File: src/rtl/core/emp_ram.sv
module emp_ram #(
	parameter int WIDTH = 8,
	parameter int DEPTH = 64
) (
	input  logic                     clk,
	input  logic                     we,
	input  logic [$clog2(DEPTH)-1:0] waddr,
	input  logic [WIDTH-1:0]         wdata,
	input  logic [$clog2(DEPTH)-1:0] raddr,
	output logic [WIDTH-1:0]         rdata
);

	logic [WIDTH-1:0] mem_q [DEPTH];

	always_ff @(posedge clk) begin
		if (we) begin
			mem_q[waddr] <= wdata;
		end
		rdata <= mem_q[raddr];
	end

endmodule

File: config.mk
export PLATFORM = sky130hd
export DESIGN_NAME = emp_ram
export DESIGN_NICKNAME = d
export VERILOG_FILES = /design/src/rtl/core/emp_ram.sv
export SDC_FILE = /design/constraint.sdc
export NUM_CORES = 1
export LEC_CHECK = 0
export CAP_MARGIN = 20
export CORE_AREA = 5 5 174 209
export CTS_CLUSTER_DIAMETER = 30
export DETAILED_ROUTE_END_ITERATION = 12
export DIE_AREA = 0 0 179 214
export DONT_BUFFER_PORTS = 1
export GPL_TIMING_DRIVEN = 0
export HOLD_SLACK_MARGIN = 0.1
export PLACE_DENSITY = 0.75
export REMOVE_ABC_BUFFERS = 1
export SLEW_MARGIN = 20
export SYNTH_ARGS = -nofsm -noshare
export SYNTH_HDL_FRONTEND = slang
export SYNTH_SLANG_ARGS = --single-unit
File: constraint.sdc
create_clock -name clk -period 5.3 [get_ports clk]
set_clock_uncertainty 0.15 [all_clocks]
set_input_delay 0.795 -clock clk [delete_from_list [all_inputs] [get_ports clk]]
set_output_delay 0.795 -clock clk [all_outputs]
set_load 0.02 [all_outputs]
After elaboration in Yosys (flattened, before gate mapping)
Memories as Yosys holds them, arrays and structs flattened. A register that Yosys moved wholly into a read port is not among the register bits.
Cells that the tools add are included.

word-level totals
  register bits after elaboration = 0
  latch bits = 0
  bits in writable memories = 512
  bits in read-only memories = 0
  output and inout port bits = 8
  memories = 1

memories
  memory  depth  width  read ports  clocked after memory_dff  wr ports  RTL line  text
  mem_q   64     8      1           1                         1         13        logic [WIDTH-1:0] mem_q [DEPTH];

cells by class
  add/sub/neg operators = 0
  multipliers = 0
  div/mod/pow operators = 0
  $lt $le $gt $ge = 0
  eq/ne operators = 0
  shifts and indexed selects = 0
  muxes and demuxes = 2
  bitwise gates (word level) = 0
  reductions and logical operators = 0

operators by type and width
  cell               number
  1-bit two-way mux  2

Logic depth before layout (Yosys ltp)
Gate-level depths: netlist (run 1).

  depth after elaboration = 2
  mapped depth = 9
  depth with buffers taken out = 5

Worst setup path before layout (run 1)
Ideal clock, no wire load.

  path type = input-to-reg
  start point = input port raddr[1]
  end point = register rdata[3] (read register of mem_q)
  library setup time = 0.128 ns
  arrival = 2.335 ns
  setup slack = 2.687 ns
  cell stages on the path = 7
  buffers on the path = 3
  cells stage by stage = buf_4 buf_2 buf_2 mux4_2 mux4_2 o21ai_1 o41ai_1

RTL lines
  element      RTL line  text
  from (decl)  9         input logic [$clog2(DEPTH)-1:0] raddr,
  to (decl)    10        output logic [WIDTH-1:0] rdata

==> results of run 1 <==
-- cell type report --
class	count	area, um^2
well taps	456	571
flip-flops and latches	520	15500
fillers	2065	10900
clock inverters	53	677
clock buffers	86	1980
multi-input cells	369	4330
repair buffers	2	15.0
-- logic make-up after synthesis --
logic type / synth area share, %
buffers and inverters: 1.57
AND/OR/NAND/NOR: 3.39
flip-flops: 77.0
multiplexers: 15.9
AO/OA/AOI/OAI: 2.07
-- routing by layer --
layer,wire length (um),track usage [%],share of wire [%]
met1,15700,31.2,37
met2,22200,37.8,52
met3,3340,4.43,7.8
met4,1570,9.65,3.7
met5,0,0,0
-- per-stage QoR --
step | power, uW | hold slack [ns] | utilization, % | setup slack, ns
2_1_floorplan | 4830 | 0.558 | - | 2.99
3_3_place_gp | 4890 | 0.731 | 60.1 | 2.26
3_5_place_dp | 4890 | 0.736 | 60.2 | 2.29
4_1_cts | 9990 | 0.145 | 68.0 | 2.84
5_1_grt | 10200 | 0.147 | 68.0 | 2.72
6_report | 9950 | 0.165 | 68.0 | 2.57
-- cell usage after synthesis, types with 6 or more instances --
library cell  instances  share of area, %
buf_4                13              0.48
nand2b_1              7              0.22
nand3_1              13              0.32
dfxtp_1               8              0.79
a221oi_1              6              0.26
o22ai_1               8              0.25
nor2b_1              14              0.43
edfxtp_1            512                76
mux2_2               13              0.73
nor3_1                7              0.17
mux4_2              126                14
mux2i_1              23               1.1
clkbuf_1             17              0.32
buf_2                11              0.27
nand2_1              19              0.35
o221ai_1              8              0.35
nor2_1               83               1.5
-- worst max path at each step --
stage	endpoint	slack, ns
2_1_floorplan	rdata[4]	2.99
3_3_place_gp	mem_q[49][0]	2.26
3_5_place_dp	rdata[3]	2.29
4_1_cts	rdata[3]	2.84
5_1_grt	rdata[1]	2.72
6_report	rdata[3]	2.57
-- sequential cells by signal (all words and copies together) (netlist names) --
register / flops
mem_q: 512
rdata: 8
-- power by group --
group / internal, uW / switching, uW / total (uW)
clock network: 3280 / 1860 / 5140
registers: 4560 / 20.0 / 4580
logic: 132 / 102 / 235
total: 7970 / 1980 / 9950
==> results.toml, run 1 <==
[run_status]
outcome = "finished clean"

[worst_setup_path]
cp.arrival_ns = 2.97
cp_cell_sequence = "mux4_2, nor2b_1, a2111oi_0, o41ai_1"
cp_slowest_cell = "a2111oi_0"
path_buf_inv = 0
endpoint_kind = "flop"
cp_slowest_stage_delay_ns = 0.89
rrSetupSlack_ns = 2.82
worst-r2r-cell-count = 5
r2r-start = "mem_q[29][4]"
worstSetupPathType = "in -> reg"
crit_family = "compound AO/OA/AOI/OAI gates"
cp_max_fo = 137
r2r_end = "rdata[4]"
worstSetupStartpointType = "input port"
worstPathRequired_ns = 5.55
crit_start = "raddr[0]"
path_depth = 4

[timing]
rsz0062_at_grt = "no"
hold_viol = 0
min_period_ns = 2.73
worst_pin_slew_ns = 1.02
tns_ns = 0
report.final.slew_viol_count = 0
fmax_mhz = 367
setup_viol = 0
fin_crit_sh_pct = 51.4
relSlewSlack_pct = 30.1

[cells_and_area]
diodes = 0
design_area_mm2 = 0.0231
layout_commonest_cell = "edfxtp_1"
final_nets = 992
final_cell_mix = "edfxtp_1, mux4_2, nor2_1, clkbuf_16, mux2i_1"
syn_to_final_growth_pct = 14.6
stdcell_count = 1486
drive_above_1_share_pct = 26.2

[place]
dp.cells = 1347
portBuffers = 0
gp_congestion = 0.863
place_area_mm2 = 0.0204
place_hpwl_mm = 22.9

[floorplan]
dieHeight_um = 214
die_w_um = 179
start_util_pct = 59.3
core_area_mm2 = 0.0340
die_area_mm2 = 0.0383
io_pins = 30
placementRows = 74

[clocking]
cts_resized = 0
cts_inserted_buffers = 77
h-tree-depth = 3
cts_hold_buf = 0
cts.reportedPaths.clkPinSlew_ns = 0.05
cts_root_buf = "clkbuf_16"
clock_sink_count = 520
postCtsSetupBuffers = 0
cts_tree = "done"
cts.path.max_buffers = 3
clk_latency_ns = 0.59

[synthesis]
synth-edff-count = 512
synth.ff_latch_count = 520
synth_cells = 940
synth_cell_type_count = 40
synth_ff_type = "edfxtp_1"
netlist_area_mm2 = 0.0202
yosysWarnings = 0
yosysSeqAreaShare_pct = 77.0
syn_area_per_cell_um2 = 21.5
async_flop_share_pct = 0

[route]
dr_total_vias = 9625
drt_iter0_markers = 1129
postRouteWirelength_mm = 42.8
drt-vias-per-instance = 6.48
wl_per_cell_um = 28.8
drc_errors = 0
firstDrtPassIters = 5
postRouteAntennaNets = 0

[global_routing]
grt_pass1_wl_mm = 64.8
grt_max_degree = 138
antenna_found_initial = 0
grt_use_total_pct = 23.2
grt_pass1_vias = 10000
grt_overflow = 0

[power]
power_leakage_uw = 0.00723
ir_drop_mv = 0.301
power_density_mw_per_mm2 = 431

[min_path]
hp-start = "wdata[0]"
hold_class = "in -> reg"
min_path_cells = 0
hold_end = "mem_q[54][0]"

[run]
maxCapViolations = 0
No activity file was read; power rests on OpenSTA's default activity.
==> inputs of run 2 (changes only) <==
--- a/config.mk
+++ b/config.mk
@@ -6,10 +6,10 @@
 export NUM_CORES = 1
 export LEC_CHECK = 0
 export CAP_MARGIN = 20
-export CORE_AREA = 5 5 174 209
+export CORE_AREA = 5 5 178 215
 export CTS_CLUSTER_DIAMETER = 30
 export DETAILED_ROUTE_END_ITERATION = 12
-export DIE_AREA = 0 0 179 214
+export DIE_AREA = 0 0 183 220
 export DONT_BUFFER_PORTS = 1
 export GPL_TIMING_DRIVEN = 0
 export HOLD_SLACK_MARGIN = 0.1
==> constraint.sdc (replaced) <==
create_clock -name clk -period 2.4 [get_ports clk]
set_clock_uncertainty 0.15 [all_clocks]
set_input_delay 0.36 -clock clk [delete_from_list [all_inputs] [get_ports clk]]
set_output_delay 0.36 -clock clk [all_outputs]
set_load 0.02 [all_outputs]
==> run 2 against run 1 <==
Net effect:
- sequential share of layout area decreased by 1.2 points
- hold slack worse by 0.050 ns
- critical path depth unchanged
- highest routed layer unchanged
- via count up 1.9%
- the run now ends with setup timing left
- critical path type is now reg -> reg
- flip-flop and latch count did not move
- largest cell class unchanged
- register-to-register slack worse by 2.8 ns
- die area is 5.1% higher
- critical endpoint unchanged
==> results.toml, run 2 (synthesis results as in run 1) <==
[cells_and_area]
drive_above_1_share_pct = 27.0
reg_top3 = "mem_q: 512 flops, rdata: 8 flops"
diodes = 0
regMostFlops = "mem_q"
stdcell_count = 1532
largest_register_ffs = 512
final_nets = 1016
layout_commonest_cell = "edfxtp_1"
final_cell_mix = "edfxtp_1, mux4_2, nor2_1, clkbuf_16, mux2i_1"
design_area_mm2 = 0.0235
syn_to_final_growth_pct = 16.6

[min_path]
hold_end = "mem_q[51][7]"
min_path_cells = 2
hold_class = "in -> reg"
hp-start = "waddr[1]"

[worst_setup_path]
worstPathRequired_ns = 2.64
endpoint_kind = "flop"
cp.arrival_ns = 2.67
worstSetupStartpointType = "flop"
worstSetupPathType = "reg -> reg"
r2r_end = "rdata[3]"
cp_max_fo = 1
worst-r2r-cell-count = 4
r2r-start = "mem_q[2][3]"
rrSetupSlack_ns = -0.03

[route]
firstDrtPassIters = 6
drt-vias-per-instance = 6.40
dr_total_vias = 9812
wl_per_cell_um = 28.9
drt_iter0_markers = 1099
drc_errors = 0
postRouteAntennaNets = 0
postRouteWirelength_mm = 44.3

[global_routing]
grt_pass1_wl_mm = 66.9
grt_pass1_vias = 10300
grt_overflow = 0
grt-busiest-layer = "met2"
met2_usage_pct = 36.6
grt_use_total_pct = 22.8
gr-usage-met1_pct = 31.4
grt_max_degree = 138
use_met3_pct = 4.56
antenna_found_initial = 0

[clocking]
postCtsSetupBuffers = 0
h-tree-depth = 3
cts_inserted_buffers = 77
cts.reportedPaths.clkPinSlew_ns = 0.06
cts_tree = "done"
clock_sink_count = 520
clk_latency_ns = 0.59
cts_root_buf = "clkbuf_16"
cts.path.max_buffers = 3

[timing]
report.final.slew_viol_count = 0
rsz0062_at_grt = "no"
min_period_ns = 2.43
fin_ws_ns = -0.0267
relSlewSlack_pct = 34.7
hold_viol = 0
setup_viol = 1
fmax_mhz = 412
fin_crit_sh_pct = 101
worst_pin_slew_ns = 0.976

[place]
portBuffers = 0
gp_congestion = 0.796
place_area_mm2 = 0.0205
dp.cells = 1363
place_hpwl_mm = 23.2

[power]
power_density_mw_per_mm2 = 946
power_leakage_uw = 0.00741
ir_drop_mv = 0.743

[floorplan]
die_w_um = 183
start_util_pct = 55.8
io_pins = 30
core_area_mm2 = 0.0361
die_area_mm2 = 0.0403
placementRows = 77
dieHeight_um = 220

[run_status]
outcome = "finished with violations"
violations = "setup timing"

[run]
maxCapViolations = 0
[run 2: per-stage QoR]
stage          hold WS (ns)  total power, uW  setup slack, ns  setup TNS [ns]  util (%)
2_1_floorplan         0.309            10700            0.529               0         -
3_3_place_gp          0.312            10800           -0.270           -2.14      56.6
3_5_place_dp          0.313            10800           -0.319           -1.41      56.6
4_1_cts               0.104            22400           0.0182               0      65.1
5_1_grt               0.100            22900          0.00763               0      65.1
6_report              0.115            22300          -0.0267         -0.0267      65.1
[run 2: cell type report]
type,count,area (um^2)
clock buffers,83,1950
clock inverters,60,707
fillers,2202,12600
multi-input cells,369,4340
flip-flops and latches,520,15500
well taps,474,593
repair buffers,26,400
[run 2: repair_timing]
item | CTS | global route
endpoints found under the setup margin | 4 | 0
hold buffers | 26 | 0
hold endpoints to repair | 568 | 0
gates resized for setup | 4 | 0
[run 2: metal layers]
metal / up-vias / wire length, um
li1: 4068 / -
met1: 5115 / 16800
met2: 542 / 22300
met3: 87 / 3790
met4: 0 / 1410
met5: - / 0
[run 2: report_power, final]
group / switching, uW / total [uW] / leakage, uW / internal (uW)
clock network: 4200 / 11400 / 0.00128 / 7210
registers: 45.3 / 10100 / 0.00467 / 10100
logic: 398 / 748 / 0.00146 / 350
total: 4650 / 22300 / 0.00741 / 17600
[run 2: how the worst max path moves through the flow]
stage	start	endpoint	slack, ns	cells past startpoint
3_5_place_dp	raddr[0]	rdata[5]	-0.32	4
6_report	mem_q[2][3]	rdata[3]	-0.03	4
3_3_place_gp	raddr[0]	rdata[3]	-0.27	4
5_1_grt	mem_q[2][3]	rdata[3]	0.008	4
2_1_floorplan	raddr[0]	rdata[4]	0.53	5
4_1_cts	mem_q[2][5]	rdata[5]	0.02	4
[run 2: worst max-delay path, stage by stage (launching register included)]
cell,delay [ns]
edfxtp_1,0.37
mux4_2,0.45
nor2b_1,0.14
a2111oi_1,0.84
o41ai_1,0.28
