File: config.mk
export PLATFORM = sky130hd
export DESIGN_NAME = emp_dist
export DESIGN_NICKNAME = d
export VERILOG_FILES = /design/src/rtl/core/emp_pkg.sv /design/src/rtl/core/emp_dist.sv
export SDC_FILE = /design/constraint.sdc
export NUM_CORES = 2
export LEC_CHECK = 0
export BUFFER_PORTS_ARGS = -buffer_cell sky130_fd_sc_hd__buf_2
export CORE_UTILIZATION = 40
export DETAILED_ROUTE_END_ITERATION = 16
export HOLD_SLACK_MARGIN = 0.05
export PLACE_DENSITY = 0.55
export SLEW_MARGIN = 25
export SYNTH_ARGS = -nofsm -noshare
export SYNTH_HDL_FRONTEND = slang
export SYNTH_SLANG_ARGS = --single-unit
File: constraint.sdc
create_clock -name clk -period 10.3 [get_ports clk]
set_input_delay 0.515 -clock clk [delete_from_list [all_inputs] [get_ports clk]]
set_output_delay 0.515 -clock clk [all_outputs]
set_load 0.01 [all_outputs]
File: src/rtl/core/emp_pkg.sv
package emp_pkg;

	localparam int COORD_W        = 24;
	localparam int DIFF_W         = COORD_W + 1;
	localparam int DIST_W         = 25;
	localparam int ROOT_STEPS     = DIST_W;
	localparam int RAD_W          = 2 * ROOT_STEPS;
	localparam int REM_W          = DIST_W + 2;
	localparam int TOTAL_W        = 31;
	localparam int COUNT_W        = 7;
	localparam int MAX_POINTS_DEF = 64;

	localparam logic [DIST_W-1:0]  DIST_INF  = '1;
	localparam logic [TOTAL_W-1:0] TOTAL_MAX = '1;

	typedef enum logic [3:0] {
		ST_LOAD,
		ST_START,
		ST_PICK_RD,
		ST_PICK_WT,
		ST_SCAN_RD,
		ST_SCAN_WT,
		ST_DIST,
		ST_UPD,
		ST_NEXT,
		ST_OUT
	} emp_state_t;

	typedef enum logic [2:0] {
		DS_IDLE,
		DS_SQX,
		DS_SQY,
		DS_SUM,
		DS_ROOT
	} dist_state_t;

	typedef struct packed {
		logic start;
	} dist_req_t;

	typedef struct packed {
		logic done;
	} dist_rsp_t;

endpackage

File: src/rtl/core/emp_dist.sv
// Edge length unit: one shared 24x24 multiplier for both squares, then a
// restoring square root, two radicand bits per cycle.
module emp_dist
	import emp_pkg::*;
(
	input  logic                      clk,
	input  logic                      arst_n,
	input  dist_req_t                 req,
	input  logic signed [DIFF_W-1:0]  dx,
	input  logic signed [DIFF_W-1:0]  dy,
	output dist_rsp_t                 rsp,
	output logic [DIST_W-1:0]         dist_len
);

	localparam int CNT_W = $clog2(ROOT_STEPS + 1);

	dist_state_t state_q, state_d;
	logic [COORD_W-1:0]   ax_q, ay_q;
	logic [2*COORD_W-1:0] prod_q;
	logic [RAD_W-1:0]     rad_q;
	logic [REM_W-1:0]     rem_q;
	logic [DIST_W-1:0]    root_q;
	logic [CNT_W-1:0]     cnt_q;
	logic                 done_q;

	logic [COORD_W-1:0]   mul_in;
	logic [REM_W+1:0]     shifted;
	logic [REM_W+1:0]     trial;
	logic [DIFF_W-1:0]    abs_x, abs_y;

	assign abs_x   = dx[DIFF_W-1] ? DIFF_W'(-dx) : DIFF_W'(dx);
	assign abs_y   = dy[DIFF_W-1] ? DIFF_W'(-dy) : DIFF_W'(dy);
	assign mul_in  = (state_q == DS_SQX) ? ax_q : ay_q;
	assign shifted = {rem_q, rad_q[RAD_W-1 -: 2]};
	assign trial   = (REM_W+2)'({root_q, 2'b01});

	always_comb begin
		state_d = state_q;
		unique case (state_q)
			DS_IDLE: if (req.start) state_d = DS_SQX;
			DS_SQX:  state_d = DS_SQY;
			DS_SQY:  state_d = DS_SUM;
			DS_SUM:  state_d = DS_ROOT;
			DS_ROOT: if (cnt_q == CNT_W'(ROOT_STEPS - 1)) state_d = DS_IDLE;
			default: state_d = DS_IDLE;
		endcase
	end

	always_ff @(posedge clk or negedge arst_n) begin
		if (!arst_n) begin
			state_q <= DS_IDLE;
			done_q  <= 1'b0;
		end else begin
			state_q <= state_d;
			done_q  <= (state_q == DS_ROOT) && (cnt_q == CNT_W'(ROOT_STEPS - 1));
		end
	end

	always_ff @(posedge clk) begin
		if (state_q == DS_IDLE && req.start) begin
			ax_q <= abs_x[COORD_W-1:0];
			ay_q <= abs_y[COORD_W-1:0];
		end
		if (state_q == DS_SQX || state_q == DS_SQY) begin
			prod_q <= mul_in * mul_in;
		end
		if (state_q == DS_SQY) begin
			rad_q <= RAD_W'(prod_q);
		end
		if (state_q == DS_SUM) begin
			rad_q  <= rad_q + RAD_W'(prod_q);
			rem_q  <= '0;
			root_q <= '0;
			cnt_q  <= '0;
		end
		if (state_q == DS_ROOT) begin
			rad_q <= {rad_q[RAD_W-3:0], 2'b00};
			cnt_q <= cnt_q + 1'b1;
			if (shifted >= trial) begin
				rem_q  <= REM_W'(shifted - trial);
				root_q <= {root_q[DIST_W-2:0], 1'b1};
			end else begin
				rem_q  <= REM_W'(shifted);
				root_q <= {root_q[DIST_W-2:0], 1'b0};
			end
		end
	end

	assign rsp.done = done_q;
	assign dist_len = root_q;

endmodule

# Word-level counts from Yosys, hierarchy flattened
# Cells that the tools add are included.
word_totals:
  ff_bits: 207
  input_bits: 53
  wordCells: 49
op_classes:
  addsub: 5
  multipliers: 1
  magnitude_cmp: 1
  eq_ne: 7
  mux: 17
  reduce_logical: 8
op_table:
  columns: ["operator", "count"]
  rows:
  - ["50-bit two-way mux", 3]
  - ["27-bit two-way mux", 3]
  - ["24-bit two-way mux", 3]
  - ["50-bit by 48-bit adder with 50-bit output", 1]
  - ["25-bit two-way mux", 2]
  - ["24-bit by 24-bit multiplier with 48-bit output", 1]
  - ["24-bit negator", 2]
  - ["29-bit by 27-bit greater-or-equal comparator with 1-bit output", 1]
  - ["27-bit subtractor", 1]
  - ["3-bit case mux with 5 select lines", 1]
  - ["5-bit two-way mux", 2]
  - ["3-bit by 2-bit == test with 1-bit output, second input constant", 2]
  - ["3-bit two-way mux", 2]
  - ["5-bit by 1-bit adder with 5-bit output, second input constant", 1]
  - ["5-bit == test, second input constant", 1]
  - ["2-bit nonzero test", 2]
  - ["3-bit by 1-bit == test with 1-bit output, second input constant", 1]
  - ["3-bit == test, second input constant", 1]
  - ["3-bit zero test", 1]
  - ["3-bit nonzero test", 1]
  - ["1-bit logical AND", 2]
  - ["2-bit by 1-bit != test with 1-bit output, second input constant", 1]
  - ["2-bit != test, second input constant", 1]
  - ["2-bit AND reduction", 1]
  - ["other kinds (2)", 2]

# Logic depth before layout (Yosys ltp)
depth:
  depth_word: 4
  ltp_mapped: 32
  ltp_nobuf: 29

# Worst setup path after synthesis
# OpenSTA, ideal clock, no wires.
synth_path:
  path_kind: "register to register"
  startpoint: "register state_q[0]"
  endpoint: "register prod_q[40] (data pin)"
  setup_ps: 135
  arrival_ps: 7938
  required_ps: 10165
  path_slack_ps: 2227
  stages_incl_launch_ff: 30
  period_less_slack_ps: 8073
  path_cell_list: "dfrtp_1 clkbuf_1 nor3b_1 buf_2 buf_2 mux2_2 buf_1 nand2_1 inv_1 fa_1 inv_1 fa_1 inv_1 fa_1 fa_1 fa_1 fa_1 inv_1 fa_1 inv_1 ha_1 and4_1 nor2b_1 nand4b_1 a21oi_1 o21ai_1 o31ai_2 a41oi_1 or4_1 nand3_1"
synth_via:
  elab_chain_cells: 3
synth_lines:
  columns: ["element", "line_no", "text"]
  rows:
  - ["start, declared", "emp_dist.sv:17", "dist_state_t state_q, state_d;"]
  - ["start signal, assigned", "emp_dist.sv:54", "state_q <= state_d;"]
  - ["3-bit by 1-bit == test with 1-bit output", "emp_dist.sv:33", "assign mul_in = (state_q == DS_SQX) ? ax_q : ay_q;"]
  - ["24-bit two-way mux", "emp_dist.sv:33", null]
  - ["24-bit by 24-bit multiplier with 48-bit output", "emp_dist.sv:65", "prod_q <= mul_in * mul_in;"]
  - ["end signal, assigned", "emp_dist.sv:65", null]
  - ["end, declared", "emp_dist.sv:19", "logic [2*COORD_W-1:0] prod_q;"]
# No other way between the ends.
# A chain may end at the register's enable or synchronous reset.

# Final worst setup path
layout_path:
  startpoint: "register state_q[2]"
  endpoint: "register prod_q[44] (data pin)"
# Same word-level chain as after synthesis.

==> results.ini <==
[status]
status = completed

[worst_setup_path]
critPathRequiredTime_ns = 10.60
slowest_delay_ns = 0.56
cp-end-kind = flop
cp.arrival_ns = 9.64
crit_fanout = 29
critPathCapture = prod_q[44]$_DFFE_PP_
r2r-end = prod_q[44]$_DFFE_PP_
reg2regPathDepth = 28
cpMaxStageDelayCell = clkinv_1
critPathMostFrequentCell = fa_1
startpoint = state_q[2]$_DFFE_PN0P_
worstReg2RegStart = state_q[2]$_DFFE_PN0P_
worst_setup_path_start_kind = flop
worst-setup-path-type = reg -> reg
reg2reg_slack_ns = 0.96

[clock_tree]
clk_pin_slew_ns = 0.07
cts_hold_buf = 1
tritoncts = yes
cts_sinks = 206
root_buffer = clkbuf_16
clock_path_buffers = 3
cts-buffers-inserted = 24
cts_setup_buffers = 0
cts.repair.resized = 0
htree_levels = 1
insertion_delay_ns = 0.56

[synth]
synth_area_per_cell_um2 = 9.40
ys_seq_elements = 206
synth_edf_count = 200
yosysTopAreaCellShare = 0.295
ys_types = 79
yosys-top-cells-area = fa_1 30%, edfxtp_1 21%, ha_1 11%, inv_1 8.8%, xnor2_1 3.7%
netlist_area_um2 = 29200
synthFlopType = edfxtp_1
synthArstFlopShare = 0.0194
syn_inst = 3103
syn_nets = 3833
ys_warn_count = 0
synth_top_area_cell = fa_1
seq_area_frac_synth = 0.211

[sta]
hold_viol_final = 0
rsz0062_at_grt = no
slew_violations = 0
finalCritPeriodShare = 0.907
worst_pin_slew_ns = 0.986
fmax_mhz = 107
setup_viol = 0
max_slew_margin = 0.342
setup_tns_ns = 0
layout_min_cycle_time_ns = 9.34
fin_skew_ns = 0.0184

[routing]
vias_per_cell = 5.15
ant_nets = 0
drc = 0
routed_wire_length_per_instance_um = 17.9
drt_iter0_markers = 1158
route.vias.total = 21081
drt_wl_total_um = 73300
firstDrtPassIters = 5

[die]
die_area_um2 = 74000
die_y_um = 272
io_pins = 79
start_util = 0.406
die_w_um = 272
rows = 98
core_region_area_um2 = 71900

[global_route]
grt_overflow_total = 0
grt_pass1_wl_um = 119000
antenna_found_initial = 1
grt_pass1_vias = 22403
grt_usage = 0.201
grt_max_degree = 68

[finish]
syn_to_final_growth_pct = 7.44
final_cell_area_um2 = 31300
fillers = 7054
nNetsFinal = 3855
multiInputGateArea_um2 = 20000
regArea_um2 = 6150
fin_util = 0.436
antenna_cells = 0
drive_gt1_frac = 0.0579
final_common_cell = inv_1
layout_common_cells = 679 x inv_1, 430 x fa_1, 262 x nor2_1

[placed_design]
placed_cell_area_um2 = 30500
place.gp.congestion = 0.902
dp.final_hpwl_um = 58900
portBuffers = 78

[run]
cap_viol_max_count = 0

[worst_hold_path]
hold_class = in -> reg

cell type report:
type                    count  share of cell area
clock inverters            14             0.00607
multi-input cells        2099               0.639
flip-flops and latches    206               0.196
inverters                 688              0.0824
clock buffers              28              0.0196
repair buffers            106              0.0192
well taps                 950              0.0379
per-layer routing:
metal  track usage  wire (µm)  share of wire
met2         0.333      33800           0.46
met1         0.275      33900           0.46
met5             0         10        0.00014
met4        0.0537       2040          0.028
met3        0.0295       3550          0.048
critical path: cells and delay by family (launching register included):
| kind | cells | cell delay (ns) |
|---|---|---|
| adders and majority gates | 8 | 3.86 |
| AOI/OAI and AO/OA | 6 | 1.66 |
| buffers and inverters | 8 | 1.51 |
| and+or+nand+nor | 4 | 0.92 |
| DFF | 1 | 0.51 |
| muxes | 1 | 0.40 |
| xor gates and xnor gates | 1 | 0.17 |
synthesized netlist by cell type (5+ instances only):
cell type	number
edfxtp_1	200
nor2_1	264
fa_1	430
inv_1	680
mux2i_1	39
o41ai_1	9
a221oi_1	5
clkbuf_1	98
a21oi_1	132
mux2_2	15
or4_1	13
o31ai_1	19
a22oi_1	32
and2_1	9
ha_1	247
nand4_1	20
o21ai_1	10
nand2_1	262
clkinv_1	5
nand3_1	41
o211ai_1	8
or3_1	10
nor3_1	21
and3_1	14
xor2_1	43
nor4_1	7
o21ai_0	119
a211oi_1	17
o21a_1	16
nor2b_1	15
nand2b_1	10
a21o_1	56
o21bai_1	16
a31oi_1	15
xnor2_1	123
cell families after synthesis:
family,Yosys count,synth area share
xor gates and xnor gates,166,0.0499
buffers and inverters,798,0.105
AOI/OAI and AO/OA,493,0.108
muxes,54,0.0192
and+or+nand+nor,709,0.106
DFF,206,0.211
adders and majority gates,677,0.401
flip-flops by register name, summed over array words and instances (netlist names):
name,cells
ax_q,24
dist_len,25
rsp,1
ay_q,24
state_q,3
rem_q,27
prod_q,47
rad_q,50
cnt_q,5
worst min-delay path by stage:
stage | cells past startpoint | to | slack (ns) | from
floorplan | 0 | rsp$_DFF_PN0_ | 0.22 | arst_n
global placement | 1 | rsp$_DFF_PN0_ | 0.34 | arst_n
detailed placement | 1 | rsp$_DFF_PN0_ | 0.34 | arst_n
CTS | 1 | ax_q[0]$_DFFE_PP_ | 0.17 | dx[0]
global route | 1 | ax_q[0]$_DFFE_PP_ | 0.18 | dx[0]
finish | 1 | ax_q[0]$_DFFE_PP_ | 0.20 | dx[0]
stage by stage:
stage / setup WS [ns] / hold slack (ns) / std cells
2_1_floorplan: 2.23 / 0.219 / 3103
3_3_place_gp: 1.16 / 0.338 / 4048
3_5_place_dp: 0.918 / 0.344 / 4048
4_1_cts: 0.935 / 0.174 / 4091
5_1_grt: 0.495 / 0.182 / 4091
6_report: 0.957 / 0.198 / 4091
Power is left out: the tool's default activity adds up to more than one toggle a clock period on the data nets, which glitch-free logic cannot reach.
